--- src/hdl/lzsswd_pkg.sv ---
package lzsswd_pkg;

   localparam int unsigned ADDR_W = 12;
   localparam int unsigned FILL_W = ADDR_W + 1;

   localparam logic [ADDR_W-1:0] WIN_START    = 12'hFEE;
   localparam logic [3:0]        GROUP_TOKENS = 4'd8;
   localparam logic [4:0]        MIN_COPY_M1  = 5'd2;

   typedef enum logic [1:0] {
      CMD_NOP,
      CMD_LIT,
      CMD_COPY
   } cmd_kind_type;

   // One queued operation for the copy engine. For a literal, data is the byte.
   // For a copy, data is the low offset byte and offset_hi the top nibble.
   typedef struct packed {
      cmd_kind_type kind;
      logic [7:0]   data;
      logic [3:0]   offset_hi;
      logic [3:0]   len_nib;
      logic         stream_end;
   } cmd_type;

endpackage

--- src/hdl/lzsswd_queue.sv ---
module lzsswd_queue #(
   parameter int unsigned DEPTH = 4
) (
   input  logic                 clock,
   input  logic                 reset,
   input  logic                 push,
   input  lzsswd_pkg::cmd_type  push_cmd,
   input  logic                 pop,
   output lzsswd_pkg::cmd_type  head,
   output logic                 empty,
   output logic                 full
);

   localparam int unsigned PTR_W = (DEPTH > 1) ? $clog2(DEPTH) : 1;
   localparam int unsigned CNT_W = $clog2(DEPTH + 1);
   localparam logic [PTR_W-1:0] LAST_SLOT = PTR_W'(DEPTH - 1);
   localparam logic [CNT_W-1:0] FULL_CNT  = CNT_W'(DEPTH);

   lzsswd_pkg::cmd_type slot_ff [DEPTH];
   logic [PTR_W-1:0] wr_ptr_ff, wr_ptr_in;
   logic [PTR_W-1:0] rd_ptr_ff, rd_ptr_in;
   logic [CNT_W-1:0] count_ff, count_in;

   assign empty = (count_ff == '0);
   assign full  = (count_ff == FULL_CNT);
   assign head  = slot_ff[rd_ptr_ff];

   always_comb begin
      wr_ptr_in = wr_ptr_ff;
      rd_ptr_in = rd_ptr_ff;
      count_in  = count_ff;
      if (push) begin
         wr_ptr_in = (wr_ptr_ff == LAST_SLOT) ? '0 : wr_ptr_ff + PTR_W'(1);
      end
      if (pop) begin
         rd_ptr_in = (rd_ptr_ff == LAST_SLOT) ? '0 : rd_ptr_ff + PTR_W'(1);
      end
      if (push && !pop) begin
         count_in = count_ff + CNT_W'(1);
      end else if (pop && !push) begin
         count_in = count_ff - CNT_W'(1);
      end
   end

   always_ff @(posedge clock) begin
      if (reset) begin
         wr_ptr_ff <= '0;
         rd_ptr_ff <= '0;
         count_ff  <= '0;
      end else begin
         wr_ptr_ff <= wr_ptr_in;
         rd_ptr_ff <= rd_ptr_in;
         count_ff  <= count_in;
      end
   end

   always_ff @(posedge clock) begin
      if (push) begin
         slot_ff[wr_ptr_ff] <= push_cmd;
      end
   end

endmodule

--- config.mk ---
export PLATFORM = sky130hd
export DESIGN_NAME = lzsswd_queue
export DESIGN_NICKNAME = d
export VERILOG_FILES = /design/src/hdl/lzsswd_pkg.sv /design/src/hdl/lzsswd_queue.sv
export SDC_FILE = /design/constraint.sdc
export NUM_CORES = 1
export LEC_CHECK = 0
export CORE_ASPECT_RATIO = 0.6
export CORE_MARGIN = 5
export CORE_UTILIZATION = 56
export CTS_CLUSTER_SIZE = 8
export DETAILED_ROUTE_END_ITERATION = 10
export DONT_BUFFER_PORTS = 1
export PLACE_DENSITY_LB_ADDON = 0.1
export REMOVE_ABC_BUFFERS = 1
export SYNTH_ARGS = -nofsm -noshare
export SYNTH_HDL_FRONTEND = slang
export SYNTH_SLANG_ARGS = --single-unit
--- constraint.sdc ---
create_clock -name clock -period 2.15 [get_ports clock]
set_input_delay 0.1075 -clock clock [delete_from_list [all_inputs] [get_ports clock]]
set_output_delay 0.1075 -clock clock [all_outputs]
set_load 0.005 [all_outputs]
==> results of run 1 <==
worst max-delay path, delay by kind of cell, from the launching register on:
kind	cells	cell delay, ns
DFF	1	0.33
muxes	1	0.65
buffers and inverters	1	0.24
per-layer routing:
layer | share of wire | GRT usage | vias to the layer above | wire length (um)
li1 | - | - | 659 | -
met2 | 0.48 | 0.2562 | 53 | 2603
met4 | 0.027 | 0.08031 | 0 | 143
met5 | 0 | 0 | - | 0
met1 | 0.41 | 0.1960 | 737 | 2185
met3 | 0.084 | 0.07256 | 16 | 454
power by group through the flow:
| stage | Combinational, mW | Sequential (mW) | Clock [mW] |
|---|---|---|---|
| 2_1_floorplan | 0.159 | 1.96 | 0 |
| 3_3_place_gp | 0.231 | 1.95 | 0 |
| 3_5_place_dp | 0.240 | 1.95 | 0 |
| 4_1_cts | 0.290 | 1.92 | 0.959 |
| 5_1_grt | 0.313 | 1.92 | 1.04 |
| 6_report | 0.283 | 1.91 | 0.932 |
cells in the final DEF, fill, tap and decap left out:
cell type,n
mux4_2,10
clkinv_4,2
or3_1,1
edfxtp_1,76
mux2i_1,4
o21ai_0,1
clkinv_1,2
mux4_1,9
a21oi_1,2
clkbuf_8,9
dlygate4sd3_1,22
fa_1,1
xor2_1,2
nor2_1,7
inv_1,4
buf_4,8
clkinv_2,2
clkinvlp_4,1
and2_1,4
nor3_1,1
dfxtp_1,9
ha_1,6
nor3b_1,2
timing repair:
action / CTS / global route
setup endpoints to repair: 0 / 0
hold buffers: 22 / 0
endpoints found under the hold margin: 85 / 0
worst max-delay path by stage:
stage / slack [ns] / endpoint
floorplan: 0.51 / head[0]
detailed placement: 0.58 / slot_ff[3][5]$_DFFE_PP_
finish: 0.47 / head[18]
global route: 0.35 / head[0]
global placement: 0.65 / slot_ff[3][7]$_DFFE_PP_
CTS: 0.42 / head[18]
cells by family (layout without fill, tap and decap cells):
kind of cell    count (synthesis)  in the layout  synth area share
compound gates                  3              3          0.004653
xor+xnor                        2              2          0.005432
fa+ha+maj                       7              7           0.02948
buf+inv                         8             50           0.01745
flops                          85             85            0.7634
mux                            23             23            0.1555
simple gates                   15             15           0.02405
cell type report:
type,count,area (um^2)
clock inverter,7,42.54
sequential,85,2462
inverter,4,15.01
tap,80,100.1
multi-input combinational,50,706.9
fill,386,1839
timing repair buffer,30,280.3
clock buffer,9,123.9
through the flow:
step | utilization | hold slack, ns | power [mW] | instance area, um^2 | worst slack [ns]
2_1_floorplan | - | 0.1766 | 2.118 | 3184 | 0.5059
3_3_place_gp | 0.6004 | 0.1783 | 2.180 | 3344 | 0.6514
3_5_place_dp | 0.6004 | 0.1807 | 2.194 | 3344 | 0.5808
4_1_cts | 0.6698 | 0.01272 | 3.165 | 3731 | 0.4244
5_1_grt | 0.6698 | 0.02978 | 3.277 | 3731 | 0.3489
6_report | 0.6698 | 0.02889 | 3.130 | 3731 | 0.4688
registers in the layout (all words and copies together) (netlist names), named ones only:
signal / count
rd_ptr_ff: 2
slot_ff: 76
count_ff: 3
wr_ptr_ff: 2
==> out/qor.csv, run 1 <==
stage,metric,value,unit
cells_and_area,Layout area overhead,15.67,%
worst_setup_path,crit-path cells,buf_4 -> mux4_1,
sta,RSZ-0062 raised after global routing,no,
worst_setup_path,Critical Path Max Stage Delay,0.65,ns
synthesis,register area share after synthesis,0.7634,
sta,measured slew at the worst slew-check pin,0.3729,ns
sta,Final Hold Viols,0,
grt,vias in the first global route,1533,
worst_hold_path,min-delay worst type,in -> reg,
synthesis,Post-Synthesis Cells,143,
worst_hold_path,HP Start,pop,
pwr,Peak VDD IR,0.0004624,V
cells_and_area,Non-Filler Instances,265,
pwr,Logic pwr share,0.090,
floorplanning,Rows,21,
synthesis,synth unique cells,19,
drt,WL per Instance,20.33,um
worst_setup_path,Crit Path Category,reg -> out,
synthesis,Synth top area share,0.7075,
drt,Via density,5.528,
run_status,status,"complete, no violations",
worst_setup_path,Reg2Reg Setup Slack,0.57,ns
clock_tree,"Reg clk slew, reported paths",0.08,ns
run,number of max-cap violations,0,
synthesis,warnings from Yosys,0,
worst_hold_path,hold path depth,3,
pwr,leakage power,1.263,nW
pwr,pwr dens,838.8,nW/um^2
clock_tree,CTS tree,yes,
cells_and_area,ratio of cells with drive above 1 in the final layout,0.1730,
drt,initial DRC count,84,
worst_setup_path,CP endpoint kind,output port,
clock_tree,Inserted Clock Buffers,9,
sta,setup tns final,0,ns
clock_tree,CTS resizes,0,
grt,global route overflow,0,
pwr,sw frac,0.2233,
drt,# DRC,0,
drt,drt total wl,5387,um
synthesis,"top cells by count, synth","76 x edfxtp_1, 10 x mux4_2, 9 x dfxtp_1, 9 x mux4_1, 7 x nor2_1",
synthesis,"top cells by area, synth","edfxtp_1 71%, mux4_1 7.3%, mux4_2 7.0%",
sta,Slew HR,0.7514,
synthesis,Post-synth ARST share,0,
synthesis,post-synthesis cell area,3226,um^2
grt,All-Layer GR Usage,0.1629,
clock_tree,Clock Latency Late Sink,0.34,ns
worst_setup_path,Worst path slowest cell,mux4_1,
drt,Pre-antenna DRT Iters,4,
worst_setup_path,R2R cell count,3,
placement,dpl cells,227,
floorplanning,Chip Width,108.0,um
synthesis,top-count cell post-synth,edfxtp_1,
worst_setup_path,launching point of the worst reg2reg path,wr_ptr_ff[0]$_SDFFE_PP0P_,
floorplanning,die area,7427,um^2
cells_and_area,Antenna Cells,0,
synthesis,Synth Flop Type,edfxtp_1,
sta,Final Cycle Share,0.7820,
sta,Max Slew Vio Count,0,
clock_tree,clk sinks,85,
clock_tree,H-tree depth,3,
clock_tree,Root Driver,clkbuf_8,
worst_setup_path,r2r endpoint,slot_ff[3][8]$_DFFE_PP_,
synthesis,Yosys reg bits,85,
drt,Routed Antenna Nets,0,
clock_tree,maximum root-to-sink buffer count,2,
synthesis,"EDFF count, synth",76,
grt,initial antenna violation count,0,
pwr,internal power,2.431,mW
sta,final setup fails,0,
floorplanning,IO Count,44,
drt,via count,1465,
floorplanning,Core ar.,5570,um^2
worst_setup_path,CP startpoint kind,flip-flop,
synthesis,dominant cell type by area after synthesis,edfxtp_1,
pwr,Sw Pwr,0.6988,mW
worst_setup_path,worst-path fanout max,12,
pwr,sequential fraction of design power,0.612,
sta,Setup Skew,0.007016,ns
pwr,clock share of power,0.298,
placement,Port Buffers,0,
grt,global-route wire length before repair,8280,um
sta,Max Freq,594.8,MHz
floorplanning,Starting Density,0.5791,
floorplanning,Die Y-Extent,68.79,um
grt,largest net degree at the start of global routing,20,
placement,DP HPWL,3541,um
cells_and_area,nets@finish,210,
placement,GPL Wtd Cong,0.7544,
sta,min cycle time layout,1.681,ns
worst_setup_path,data required time of the worst path,2.04,ns
worst_setup_path,Worst Path Arrival,1.57,ns
clock_tree,setup bufs post-CTS,0,
synthesis,syn_area_per_cell,22.56,um^2
Note: power is estimated with default switching activity, not from simulation.
==> run 2, diff against run 1 <==
==> constraint.sdc (replaced) <==
create_clock -name clock -period 1.4 [get_ports clock]
set_input_delay 0.07 -clock clock [delete_from_list [all_inputs] [get_ports clock]]
set_output_delay 0.07 -clock clock [all_outputs]
set_load 0.005 [all_outputs]
==> run 2 against run 1 <==
Compared with the run above: the flow now finishes with violations (setup timing); first-iteration DRC count increased by 71%; critical path depth did not move; utilization increased by 1.6 points; non-clock buffer count is 7 higher; worst hold slack gained 0.033 ns; critical path type unchanged; critical endpoint is now head[17]; largest power group unchanged.
==> out/qor.csv, run 2 (synthesis gave the netlist of run 1 again) <==
stage,metric,value,unit,change
sta,Max Freq,653.1,MHz,
worst_setup_path,Worst Path Arrival,1.46,ns,-0.11 ns
clock_tree,Inserted Clock Buffers,9,,unchanged
cells_and_area,fillers,363,,-6.0%
grt,global-route wire length before repair,8894,um,+7.4%
sta,RSZ-0062 raised after global routing,yes,,
cells_and_area,Multi-input gate area,679.4,um^2,-3.9%
drt,Routed Antenna Nets,0,,unchanged
placement,dpl cells,232,,+2.2%
placement,DP HPWL,3541,um,about the same
worst_setup_path,r2r endpoint,count_ff[2]$_SDFFE_PP0P_,,
sta,setup ws final,-0.1310,ns,-0.5998 ns
worst_hold_path,min-delay worst type,in -> reg,,
clock_tree,Root Driver,clkbuf_8,,
sta,worst hold slack,0.06154,ns,+0.03264 ns
cells_and_area,"leading cell type in the layout, fill and taps excluded",edfxtp_1,,
worst_setup_path,Critical Path Sink,head[17],,
floorplanning,die area,7427,um^2,unchanged
cells_and_area,Largest register FFs,76,,unchanged
worst_setup_path,R2R cell count,4,,+1
worst_setup_path,Reg2Reg Setup Slack,0.04,ns,-0.53 ns
clock_tree,Clock Latency Late Sink,0.35,ns,about the same
clock_tree,"Reg clk slew, reported paths",0.07,ns,about the same
cells_and_area,Largest Register,slot_ff,,
placement,GPL Wtd Cong,0.7452,,-1.2%
floorplanning,Core ar.,5570,um^2,unchanged
worst_setup_path,Critical Path Max Stage Delay,0.55,ns,-0.10 ns
drt,top layer used by detailed routing,met4,,
sta,Max Slew Vio Count,0,,unchanged
cells_and_area,Layout area overhead,18.46,%,
grt,global route overflow,0,,unchanged
worst_setup_path,worst-path fanout max,10,,-2
drt,Pre-antenna DRT Iters,4,,unchanged
clock_tree,CTS tree,yes,,
cells_and_area,Antenna Cells,0,,unchanged
drt,Via density,5.404,,-2.2%
cells_and_area,Non-Filler Instances,272,,+2.6%
drt,WL met3,383,um,-16%
sta,Final Hold Viols,0,,unchanged
clock_tree,maximum root-to-sink buffer count,2,,unchanged
worst_setup_path,data required time of the worst path,1.33,ns,-0.71 ns
run,number of max-cap violations,0,,unchanged
sta,Slew HR,0.7782,,+0.02678
sta,final setup fails,19,,+19
drt,routed wl met2,2639,um,+1.4%
drt,# DRC,0,,unchanged
floorplanning,Chip Width,108.0,um,unchanged
worst_setup_path,crit-path cells,buf_12 -> mux4_2,,
drt,drt total wl,5582,um,+3.6%
drt,WL per Instance,20.52,um,+0.95%
cells_and_area,biggest regs,"slot_ff x76, count_ff x3",,
worst_setup_path,Worst path slowest cell,mux4_2,,
pwr,leakage power,1.287,nW,+1.9%
pwr,pwr dens,1332,nW/um^2,+59%
drt,via count,1470,,+0.34%
sta,Final Cycle Share,1.094,,
sta,min cycle time layout,1.531,ns,
run_status,status,"finished, violations left",,
floorplanning,Starting Density,0.5791,,unchanged
floorplanning,IO Count,44,,unchanged
grt,vias in the first global route,1565,,+2.1%
worst_setup_path,CP startpoint kind,flip-flop,,
grt,largest net degree at the start of global routing,15,,-25%
run_status,failing checks,setup timing,,
cells_and_area,most frequent cells in the layout,"76 x edfxtp_1, 23 x dlygate4sd3_1, 19 x mux4_2",,
worst_setup_path,Crit Path Category,reg -> out,,
pwr,Tot Pwr,5.090,mW,+63%
drt,M1 wire length,2480,um,+14%
worst_setup_path,launching point of the worst reg2reg path,count_ff[0]$_SDFFE_PP0P_,,
cells_and_area,ratio of cells with drive above 1 in the final layout,0.2656,,+0.09265
clock_tree,setup bufs post-CTS,0,,unchanged
sta,Setup Skew,0.005952,ns,-0.001064 ns
pwr,Peak VDD IR,0.0008807,V,+90%
worst_setup_path,CP endpoint kind,output port,,
drt,initial DRC count,144,,+71%
floorplanning,Rows,21,,unchanged
floorplanning,Die Y-Extent,68.79,um,unchanged
cells_and_area,final core occ,0.6860,,+0.01617
grt,initial antenna violation count,0,,unchanged
placement,Port Buffers,0,,unchanged
grt,All-Layer GR Usage,0.1710,,+0.008108
clock_tree,clk sinks,85,,unchanged
cells_and_area,nets@finish,217,,+3.3%
cells_and_area,Reg area,2467,um^2,+0.20%
clock_tree,H-tree depth,3,,unchanged
sta,measured slew at the worst slew-check pin,0.3316,ns,-0.04127 ns
run 2: cell types whose count changed in the layout (fill, tap and decap cells not counted), sizes merged:
cell | before | now
inv | 4 | 5
clkinv | 6 | 2
clkbuf | 9 | 11
bufinv | 0 | 1
dlygate4sd3 | 22 | 23
buf | 8 | 14
run 2: timing repair:
item	4_1_cts	5_1_grt
pin swaps	1	0
gates resized for setup	14	1
hold buffers	23	0
cloned	1	0
endpoints found under the hold margin	85	0
setup endpoints to repair	20	20
run 2: cell type report:
cell class	count	area share
clock buffer	11	0.03438
tap	80	0.02620
clock inverter	5	0.01572
timing repair buffer	37	0.09627
multi-input combinational	50	0.1778
inverter	4	0.003929
sequential	85	0.6457
run 2: critical path, delay by kind of cell (launching register included):
family / cells / cell delay, ns
mux: 1 / 0.55
flops: 1 / 0.40
buf+inv: 1 / 0.16
run 2: layer usage:
metal,vias up,global-route usage
li1,663,-
met1,760,0.2294
met2,38,0.2585
met3,9,0.07256
met4,0,0.05354
met5,-,0
run 2: power breakdown:
part / internal [mW] / switching [mW] / total, mW / leakage [nW]
Combinational: 0.257 / 0.243 / 0.500 / 0.420
Sequential: 2.89 / 0.0500 / 2.94 / 0.773
Clock: 0.832 / 0.816 / 1.65 / 0.0939
Total: 3.98 / 1.11 / 5.09 / 1.29
run 2: worst min-delay path by stage:
stage	slack (ns)	end	cells after the start	start
global placement	0.14	count_ff[2]$_SDFFE_PP0P_	1	reset
detailed placement	0.15	count_ff[2]$_SDFFE_PP0P_	1	reset
floorplan	0.14	count_ff[2]$_SDFFE_PP0P_	1	reset
CTS	0.04	flip-flop	3	pop
global route	0.07	flip-flop	3	pop
finish	0.06	flip-flop	3	pop
run 2: per-stage QoR:
step	cell area, um^2	setup slack, ns	TNS, ns
after CTS	3817	-0.1773	-2.784
after floorplan	3184	-0.2066	-4.551
after global routing	3821	-0.1973	-3.188
after global placement	3395	0.03179	0
final	3821	-0.1310	-2.007
after detailed placement	3395	-0.02955	-0.02955
