==> config.mk <==
export PLATFORM = sky130hd
export DESIGN_NAME = lzsswd_front
export DESIGN_NICKNAME = d
export VERILOG_FILES = /design/src/hdl/lzsswd_pkg.sv /design/src/hdl/lzsswd_front.sv
export SDC_FILE = /design/constraint.sdc
export NUM_CORES = 1
export LEC_CHECK = 0
export BUFFER_PORTS_ARGS = -buffer_cell sky130_fd_sc_hd__clkbuf_2
export CAP_MARGIN = 20
export CORE_MARGIN = 2
export CORE_UTILIZATION = 35
export DETAILED_ROUTE_END_ITERATION = 12
export PLACE_DENSITY_LB_ADDON = 0.08
export SYNTH_ARGS = -nofsm -noshare
export SYNTH_HDL_FRONTEND = slang
export SYNTH_SLANG_ARGS = --single-unit
==> constraint.sdc <==
create_clock -name clock -period 2.5 [get_ports clock]
set_input_delay 0.75 -clock clock [delete_from_list [all_inputs] [get_ports clock]]
set_output_delay 0.75 -clock clock [all_outputs]
set_load 0.01 [all_outputs]
==> src/hdl/lzsswd_pkg.sv <==
package lzsswd_pkg;

   localparam int unsigned ADDR_W = 12;
   localparam int unsigned FILL_W = ADDR_W + 1;

   localparam logic [ADDR_W-1:0] WIN_START    = 12'hFEE;
   localparam logic [3:0]        GROUP_TOKENS = 4'd8;
   localparam logic [4:0]        MIN_COPY_M1  = 5'd2;

   typedef enum logic [1:0] {
      CMD_NOP,
      CMD_LIT,
      CMD_COPY
   } cmd_kind_type;

   // One queued operation for the copy engine. For a literal, data is the byte.
   // For a copy, data is the low offset byte and offset_hi the top nibble.
   typedef struct packed {
      cmd_kind_type kind;
      logic [7:0]   data;
      logic [3:0]   offset_hi;
      logic [3:0]   len_nib;
      logic         stream_end;
   } cmd_type;

endpackage

==> src/hdl/lzsswd_front.sv <==
module lzsswd_front (
   input  logic                 clock,
   input  logic                 reset,
   input  logic                 accept,
   input  logic [7:0]           code_byte,
   input  logic                 stream_end,
   output logic                 push,
   output lzsswd_pkg::cmd_type  cmd
);

   typedef enum logic [1:0] {
      PH_FLAG,
      PH_TOKEN,
      PH_HIGH
   } phase_type;

   phase_type  phase_ff, phase_in;
   logic [7:0] flags_ff, flags_in;
   logic [3:0] tokens_ff, tokens_in;
   logic [7:0] held_ff, held_in;
   logic [3:0] tokens_dec;

   assign tokens_dec = tokens_ff - 4'd1;

   always_comb begin
      phase_in  = phase_ff;
      flags_in  = flags_ff;
      tokens_in = tokens_ff;
      held_in   = held_ff;
      push      = 1'b0;
      cmd.kind       = lzsswd_pkg::CMD_NOP;
      cmd.data       = code_byte;
      cmd.offset_hi  = code_byte[7:4];
      cmd.len_nib    = code_byte[3:0];
      cmd.stream_end = stream_end;
      if (accept) begin
         case (phase_ff)
            PH_TOKEN: begin
               if (flags_ff[0]) begin
                  push      = 1'b1;
                  cmd.kind  = lzsswd_pkg::CMD_LIT;
                  flags_in  = {1'b0, flags_ff[7:1]};
                  tokens_in = tokens_dec;
                  phase_in  = (tokens_dec == 4'd0) ? PH_FLAG : PH_TOKEN;
               end else begin
                  held_in  = code_byte;
                  phase_in = PH_HIGH;
                  push     = stream_end;
               end
            end
            PH_HIGH: begin
               push      = 1'b1;
               cmd.kind  = lzsswd_pkg::CMD_COPY;
               cmd.data  = held_ff;
               flags_in  = {1'b0, flags_ff[7:1]};
               tokens_in = tokens_dec;
               phase_in  = (tokens_dec == 4'd0) ? PH_FLAG : PH_TOKEN;
            end
            default: begin
               flags_in  = code_byte;
               tokens_in = lzsswd_pkg::GROUP_TOKENS;
               phase_in  = PH_TOKEN;
               push      = stream_end;
            end
         endcase
         // The end of a stream drops any partial token and starts over.
         if (stream_end) begin
            phase_in  = PH_FLAG;
            flags_in  = 8'd0;
            tokens_in = 4'd0;
            held_in   = 8'd0;
         end
      end
   end

   always_ff @(posedge clock) begin
      if (reset) begin
         phase_ff  <= PH_FLAG;
         flags_ff  <= 8'd0;
         tokens_ff <= 4'd0;
         held_ff   <= 8'd0;
      end else begin
         phase_ff  <= phase_in;
         flags_ff  <= flags_in;
         tokens_ff <= tokens_in;
         held_ff   <= held_in;
      end
   end

endmodule

==> results of run 1 <==
[state kept, by name, summed over array words and instances, names as in the netlist]
signal	flops
held_ff	8
tokens_ff	4
phase_ff	2
flags_ff	8
[how the worst min path moves through the flow]
stage / startpoint / to / slack (ps) / cells past startpoint
2_1_floorplan: flags_ff[7] / flags_ff[7] / 430 / 2
3_3_place_gp: flags_ff[7] / flags_ff[7] / 450 / 2
3_5_place_dp: flags_ff[5] / flags_ff[5] / 450 / 1
4_1_cts: flags_ff[7] / flags_ff[7] / 470 / 2
5_1_grt: flags_ff[7] / flags_ff[7] / 480 / 2
6_report: flags_ff[7] / flags_ff[7] / 460 / 2
[power groups by stage]
stage	combinational (mW)	clock [mW]	sequential, mW
after global routing	0.158	0.189	0.372
after CTS	0.141	0.174	0.370
after global placement	0.139	0	0.377
after floorplan	0.0943	0	0.376
final	0.141	0.168	0.370
after detailed placement	0.140	0	0.377
[routing by layer]
metal	routed length (um)	part of all wire, %
met4	19	0.70
met2	1150	42
met5	0	0
met3	165	6.1
met1	1380	51
[final cells by class]
cell class / count / area [um^2]
well taps: 44 / 55.1
fillers: 340 / 1740
clock buffers: 3 / 22.5
inverters: 8 / 30.0
repair buffers: 35 / 198
multi-input cells: 87 / 621
flip-flops and latches: 22 / 442
[repair_timing]
item | in CTS | in global routing
hold buffers | 0 | 0
gates resized for setup | 0 | 5
setup endpoints to repair | 0 | 9
hold endpoints to repair | 0 | 0
[worst min-delay path: stages (launching register included)]
cell	delay, ps
dfxtp_1	330
nand2_1	50
a21oi_1	50
[placed cells by master, fill, tap and decap left out, types with 2 or more instances in the layout]
| cell type | instances |
|---|---|
| a21oi_1 | 6 |
| a22oi_1 | 14 |
| a32o_1 | 2 |
| and2_1 | 3 |
| buf_4 | 3 |
| clkbuf_2 | 31 |
| clkbuf_4 | 3 |
| dfxtp_1 | 21 |
| ha_1 | 3 |
| ha_2 | 2 |
| inv_1 | 7 |
| mux2_2 | 8 |
| nand2_1 | 10 |
| nor2_1 | 10 |
| nor3_1 | 2 |
| o21ai_0 | 4 |
| o2bb2ai_1 | 6 |
[logic make-up (layout without fill, tap and decap cells)]
| group | Yosys count | after routing | synth area share [%] |
|---|---|---|---|
| compound gates | 37 | 37 | 22.7 |
| xor+xnor | 2 | 2 | 1.50 |
| fa+ha+maj | 5 | 5 | 5.35 |
| buf+inv | 21 | 46 | 9.85 |
| flops | 22 | 22 | 37.7 |
| mux | 8 | 8 | 7.71 |
| simple gates | 35 | 35 | 15.2 |
[metrics by stage]
stage	instances	util, %
after global routing	199	44.1
after global placement	196	43.1
after floorplan	130	-
after detailed placement	196	43.1
final	199	44.1
after CTS	199	43.8
==> summary.md, run 1 <==
| Metric | Value |
|---|---|
| Number of global-route vias before repair | `roughly 930` |
| Most instantiated library cell after synthesis | `dfxtp_1` |
| Critical path, cell by cell | `inv_1 > ha_2 > nand2_2 > buf_12 > mux2_2 > clkbuf_2` |
| Final setup TNS | `0 ps` |
| Post-synth EDFFs | `0` |
| GPL Wtd Cong | `between 0.7 and 0.8` |
| Worst Path Arrival | `between 1500 and 2000 ps` |
| Clock sinks | `22` |
| Core footprint | `around 0.0031 mm^2` |
| # DRC | `0` |
| Synth Net Count | `147` |
| Cell count after synthesis | `between 100 and 150` |
| Postcts setup bufs | `0` |
| DP Wirelength | `2.01 mm` |
| M2 GR Usage | `22.6%` |
| Sequential power share | `54.5%` |
| Crit Path Max Fanout | `8` |
| IO buf count | `31` |
| Overall routing resource usage | `around 16%` |
| Share of layout cells above drive strength 1 | `a little over a third` |
| Async SR Flop Fraction | `0%` |
| CP Launch Point | `phase_ff[0]` |
| Internal reg-to-reg setup slack | `approximately 760 ps` |
| Max-cap violations | `0` |
| Design Power | `a little under 0.7 mW` |
| Post-synth top cells | `dfxtp_1 (22), a22oi_1 (14), nand2_1 (11)` |
| Top cells by area, synth | `dfxtp_1 (38%), a22oi_1 (9.0%), mux2_2 (7.7%)` |
| Reg2Reg Depth | `6` |
| Final #Nets | `174` |
| Largest stage delay, worst path | `between 300 and 400 ps` |
| Final min period | `2350 ps` |
| FP Rows | `20` |
| Maximum clock rate | `approximately 0.43 GHz` |
| Power per cell area | `between 400 and 500 mW/mm^2` |
| DRT iter0 DRCs | `58` |
| Via-to-Cell Ratio | `roughly 5.2` |
| Starting Density | `37.7%` |
| Internal | `between 0.4 and 0.5 mW` |
| Post-Synthesis Cell Area | `0.00117 mm^2` |
| Clk root buf | `clkbuf_4` |
| DRT Pass-1 Iters | `4` |
| FF-to-FF Start | `phase_ff[1]` |
| Switching Share | `between 20% and 30%` |
| Area leader, netlist | `dfxtp_1` |
| Outcome | `finished, final reports clean` |
| CP top delay family | `flip-flops` |
| M3 GR Usage | `roughly 4.3%` |
| Skew-Pair Late Insertion Delay | `about 310 ps` |
| RSZ-0062 raised after global routing | `false` |
| Final Cell Area | `~0.0014 mm^2` |
| Startpoint Class | `flop` |
| Critical Path End | `cmd[10]` |
| Pleak | `0.553 nW` |
| Vias | `1025` |
| Setup violations, final | `0` |
| WL final | `approximately 2.7 mm` |
| Distinct cells, synth | `34` |
| Yosys warnings | `0` |
| Final worst slack | `154 ps` |
| Number of CTS-inserted buffers | `3` |
| Crit path kind | `reg2out` |
| Worst-path clk slew | `130 ps` |
| CTS tree | `yes` |
| Crit end category | `primary output` |
| Initial antenna violation count | `0` |
| Actual slew at the worst max-slew pin | `650 ps` |
| Synthesis-stage register bit count | `22` |
| Clk pwr share | `24.7%` |
| Hold Path Class | `reg2reg` |
| Busiest layer in global routing | `met1` |
| Worst endpoint required time | `1750 ps` |
| Crit path depth | `6` |
| Die H | `61.8 um` |
| Top cell type's share of synthesized area | `~38%` |
| H-tree levels | `1` |
| Area grow syn2layout | `17.0%` |
| Met1 Usage GRT | `around a quarter` |
| Post-DP Area | `between 0.001 and 0.0015 mm^2` |
| Global-route wire length before repair | `between 4 and 5 mm` |
| Rel. slew slack | `a little under three fifths` |
| CP Buf/Inv Count | `3` |
| Final hold slack | `roughly 460 ps` |
| Die Wd | `a little over 60 um` |
| Seq/Total Area, Yosys | `37.7%` |
| Clock tree buffer depth | `2` |
| Top_reg_cell synth | `dfxtp_1` |
| Tcrit/Tclk final | `93.8%` |
| Final Hold Vio Count | `0` |
| Antenna Cells | `0` |
| Max-slew violation count | `0` |
| Max Clock Skew | `6.18 ps` |
| I/O pin count | `32` |
| RR Endpoint | `held_ff[6]` |
| DIE AREA | `between 0.003 and 0.004 mm^2` |
| Total global routing overflow | `0` |
| IR drop worst, VDD | `about 0.24 mV` |
| Slowest cell on crit path | `dfxtp_2` |
| DRT antenna net count | `0` |
| Avg Inst Size Synth | `approximately 9 um^2` |
| DR WL/cell | `between 10 and 15 um` |
| Pin count of the biggest net entering global routing | `15` |
| Pre-CTS setup slack | `between 200 and 250 ps` |
| Psw | `around 0.2 mW` |
| Comb pwr share | `between 20% and 30%` |
Power figures use the tool's default switching activity.
==> inputs of run 2 (changes only) <==
- ABC_AREA: default -> 1
- CAP_MARGIN: 20 -> default
==> summary.md, run 2 <==
| Metric | Value |
|---|---|
| Outcome | `finished, final reports clean` |
| DIE AREA | `0.00401 mm^2 (+5.1%)` |
| H-tree levels | `1 (unchanged)` |
| Pleak | `0.667 nW (+21%)` |
| Reg2Reg Depth | `7 (+1)` |
| RSZ-0062 raised after global routing | `true` |
| Setup violations, final | `0 (unchanged)` |
| Cts hold-fix bufs | `0 (unchanged)` |
| Core footprint | `0.00336 mm^2 (+8.4%)` |
| Yosys warnings | `0 (unchanged)` |
| Share of layout cells above drive strength 1 | `23.5% (-11 points)` |
| Area grow syn2layout | `13.6%` |
| Post-synth top cells | `nand2_1 (38), inv_1 (26), a21oi_1 (23)` |
| Hold path depth | `2 (unchanged)` |
| Most instantiated library cell after synthesis | `nand2_1` |
| Total global routing overflow | `0 (unchanged)` |
| Initial antenna violation count | `0 (unchanged)` |
| Tcrit/Tclk final | `93.3% (-0.51 points)` |
| Startpoint Class | `flop` |
| Final Hold Vio Count | `0 (unchanged)` |
| Slowest cell on crit path | `dfxtp_2` |
| Crit path kind | `reg2out` |
| Starting Density | `36.6% (-1.0 points)` |
| Seq/Total Area, Yosys | `35.7% (-2.0 points)` |
| Critical Path Most Common Cell | `inv_1` |
| Cts repair resizes | `0 (unchanged)` |
| Design Power | `0.676 mW (-0.51%)` |
| Number of global-route vias before repair | `1086 (+17%)` |
| Via-to-Cell Ratio | `4.62 (-10%)` |
| IO buf count | `31 (unchanged)` |
| # DRC | `0 (unchanged)` |
| Cell count after synthesis | `176 (+35%)` |
| DRT antenna net count | `0 (unchanged)` |
| Max Clock Skew | `4.80 ps (-1.38 ps)` |
| Top cell type's share of synthesized area | `35.7% (-2.0 points)` |
| Number of CTS-inserted buffers | `3 (unchanged)` |
| Crit end category | `primary output` |
| Post-Synthesis Cell Area | `0.00123 mm^2 (+5.5%)` |
| Largest stage delay, worst path | `360 ps (about the same)` |
| Async SR Flop Fraction | `0% (unchanged)` |
| Post-synth EDFFs | `0 (unchanged)` |
| Most frequent cells in the layout | `nand2_1 (38), clkbuf_2 (31), inv_1 (26), a21oi_1 (23), dfxtp_1 (21)` |
| Die H | `63.3 um (+2.5%)` |
| Biggest regs | `flags_ff x8, held_ff x8, tokens_ff x4` |
| Antenna Cells | `0 (unchanged)` |
| Crit Path Max Fanout | `6 (-2)` |
| Maximum clock rate | `0.429 GHz (+0.54%)` |
| Rel. slew slack | `60.6% (+4.2 points)` |
| Area leader, netlist | `dfxtp_1` |
| Most common cell after layout, fill and taps aside | `nand2_1` |
| GPL Wtd Cong | `0.840 (+13%)` |
| Hold Path Class | `reg2reg` |
| Max-cap violations | `0 (unchanged)` |
| IR drop worst, VDD | `0.210 mV (-12%)` |
| Avg Inst Size Synth | `7.00 um^2 (-22%)` |
| Clock sinks | `22 (unchanged)` |
| DP Wirelength | `2.20 mm (+9.5%)` |
| DR WL/cell | `11.4 um (-17%)` |
| DRT Pass-1 Iters | `4 (unchanged)` |
| Postcts setup bufs | `0 (unchanged)` |
| Actual slew at the worst max-slew pin | `587 ps (-62.6 ps)` |
| Final min period | `2330 ps (-12.7 ps)` |
| Skew-Pair Late Insertion Delay | `300 ps (about the same)` |
| Power per cell area | `483 mW/mm^2 (-2.8%)` |
| Critical path, cell by cell | `inv_1 > ha_1 > inv_1 > nand2_2 > a21oi_1 > clkbuf_2` |
| Worst endpoint required time | `1750 ps (about the same)` |
| Max-slew violation count | `0 (unchanged)` |
| Final hold slack | `474 ps (+12.5 ps)` |
| Clock tree buffer depth | `2 (unchanged)` |
| Final #Nets | `219 (+26%)` |
| CTS tree | `yes` |
| Pin count of the biggest net entering global routing | `18 (+3)` |
| DRT iter0 DRCs | `34 (-41%)` |
| FP Rows | `21 (+5.0%)` |
| Overall routing resource usage | `15.3% (-0.78 points)` |
| Top cells by area, synth | `dfxtp_1 (36%), nand2_1 (12%), a21oi_1 (9.3%)` |
| Global-route wire length before repair | `4.86 mm (+7.1%)` |
| WL final | `2.80 mm (+3.2%)` |
| Distinct cells, synth | `21 (-38%)` |
| Worst Path Arrival | `1580 ps (-20 ps)` |
| Vias | `1136 (+11%)` |
| I/O pin count | `32 (unchanged)` |
| Die Wd | `63.3 um (+2.5%)` |
| Worst-path clk slew | `120 ps (about the same)` |
| Top_reg_cell synth | `dfxtp_1` |
| Clk root buf | `clkbuf_4` |
| Synthesis-stage register bit count | `22 (unchanged)` |
| Synth Net Count | `193 (+31%)` |
==> run 2: changes by cell type in the layout (fill, tap and decap cells not counted), moves of 6 or more <==
cell / previous run / this run
a21oi_1: 6 / 23
a22oi_1: 14 / 0
inv_1: 7 / 26
mux2_2: 8 / 1
nand2_1: 10 / 38
nand3_1: 0 / 6
o2bb2ai_1: 6 / 0
==> run 2: final cells by class <==
cell class / count / area [um^2]
multi-input combinational: 113 / 599
fill: 398 / 1960
inverter: 29 / 109
tap: 46 / 57.6
timing repair buffer: 33 / 170
sequential: 22 / 442
clock buffer: 3 / 22.5
==> run 2: stage by stage <==
stage	instance area, um^2	setup TNS (ps)	worst slack (ps)	std cells	util, %
after floorplan	1230	0	425	176	-
after global placement	1380	0	263	243	40.9
after detailed placement	1380	0	224	243	40.9
after CTS	1400	0	101	246	41.6
after global routing	1400	-3.34	-3.34	246	41.6
final	1400	0	167	246	41.6
==> run 2: power breakdown <==
part           leakage [nW]  switching [mW]  internal (mW)  total (mW)
sequential            0.179         0.00657          0.364       0.370
clock                0.0138           0.103         0.0563       0.159
combinational         0.474          0.0924         0.0535       0.146
==> run 2: critical path, delay by kind of cell, from the launching register on <==
kind	cells	cell delay (ps)
compound gates	1	150
simple gates	1	110
fa+ha+maj	1	350
buf+inv	3	320
flops	1	360
==> run 2: logic make-up (layout without fill, tap and decap cells) <==
logic type	count (synthesis)	count (layout)	synth area share (%)
AOI/OAI and AO/OA	42	42	18.6
adders and majority gates	5	5	5.08
DFF	22	22	35.7
buffers and inverters	41	65	15.6
and+or+nand+nor	64	64	23.4
xor gates and xnor gates	1	1	0.711
muxes	1	1	0.914
==> run 2: final timing paths <==
check / start / endpoint / slack (ps)
max: phase_ff[0] / push / 170
min: held_ff[4] / held_ff[4] / 470
max reg2reg: phase_ff[1] / held_ff[6] / 900
min reg2reg: held_ff[4] / held_ff[4] / 470
==> run 2: per-layer routing <==
metal	up-vias	part of all wire, %	global-route usage [%]
met4	0	1.4	5.71
li1	603	-	-
met2	22	45	25.0
met3	5	3.5	2.86
met5	-	0	0
met1	506	50	20.1
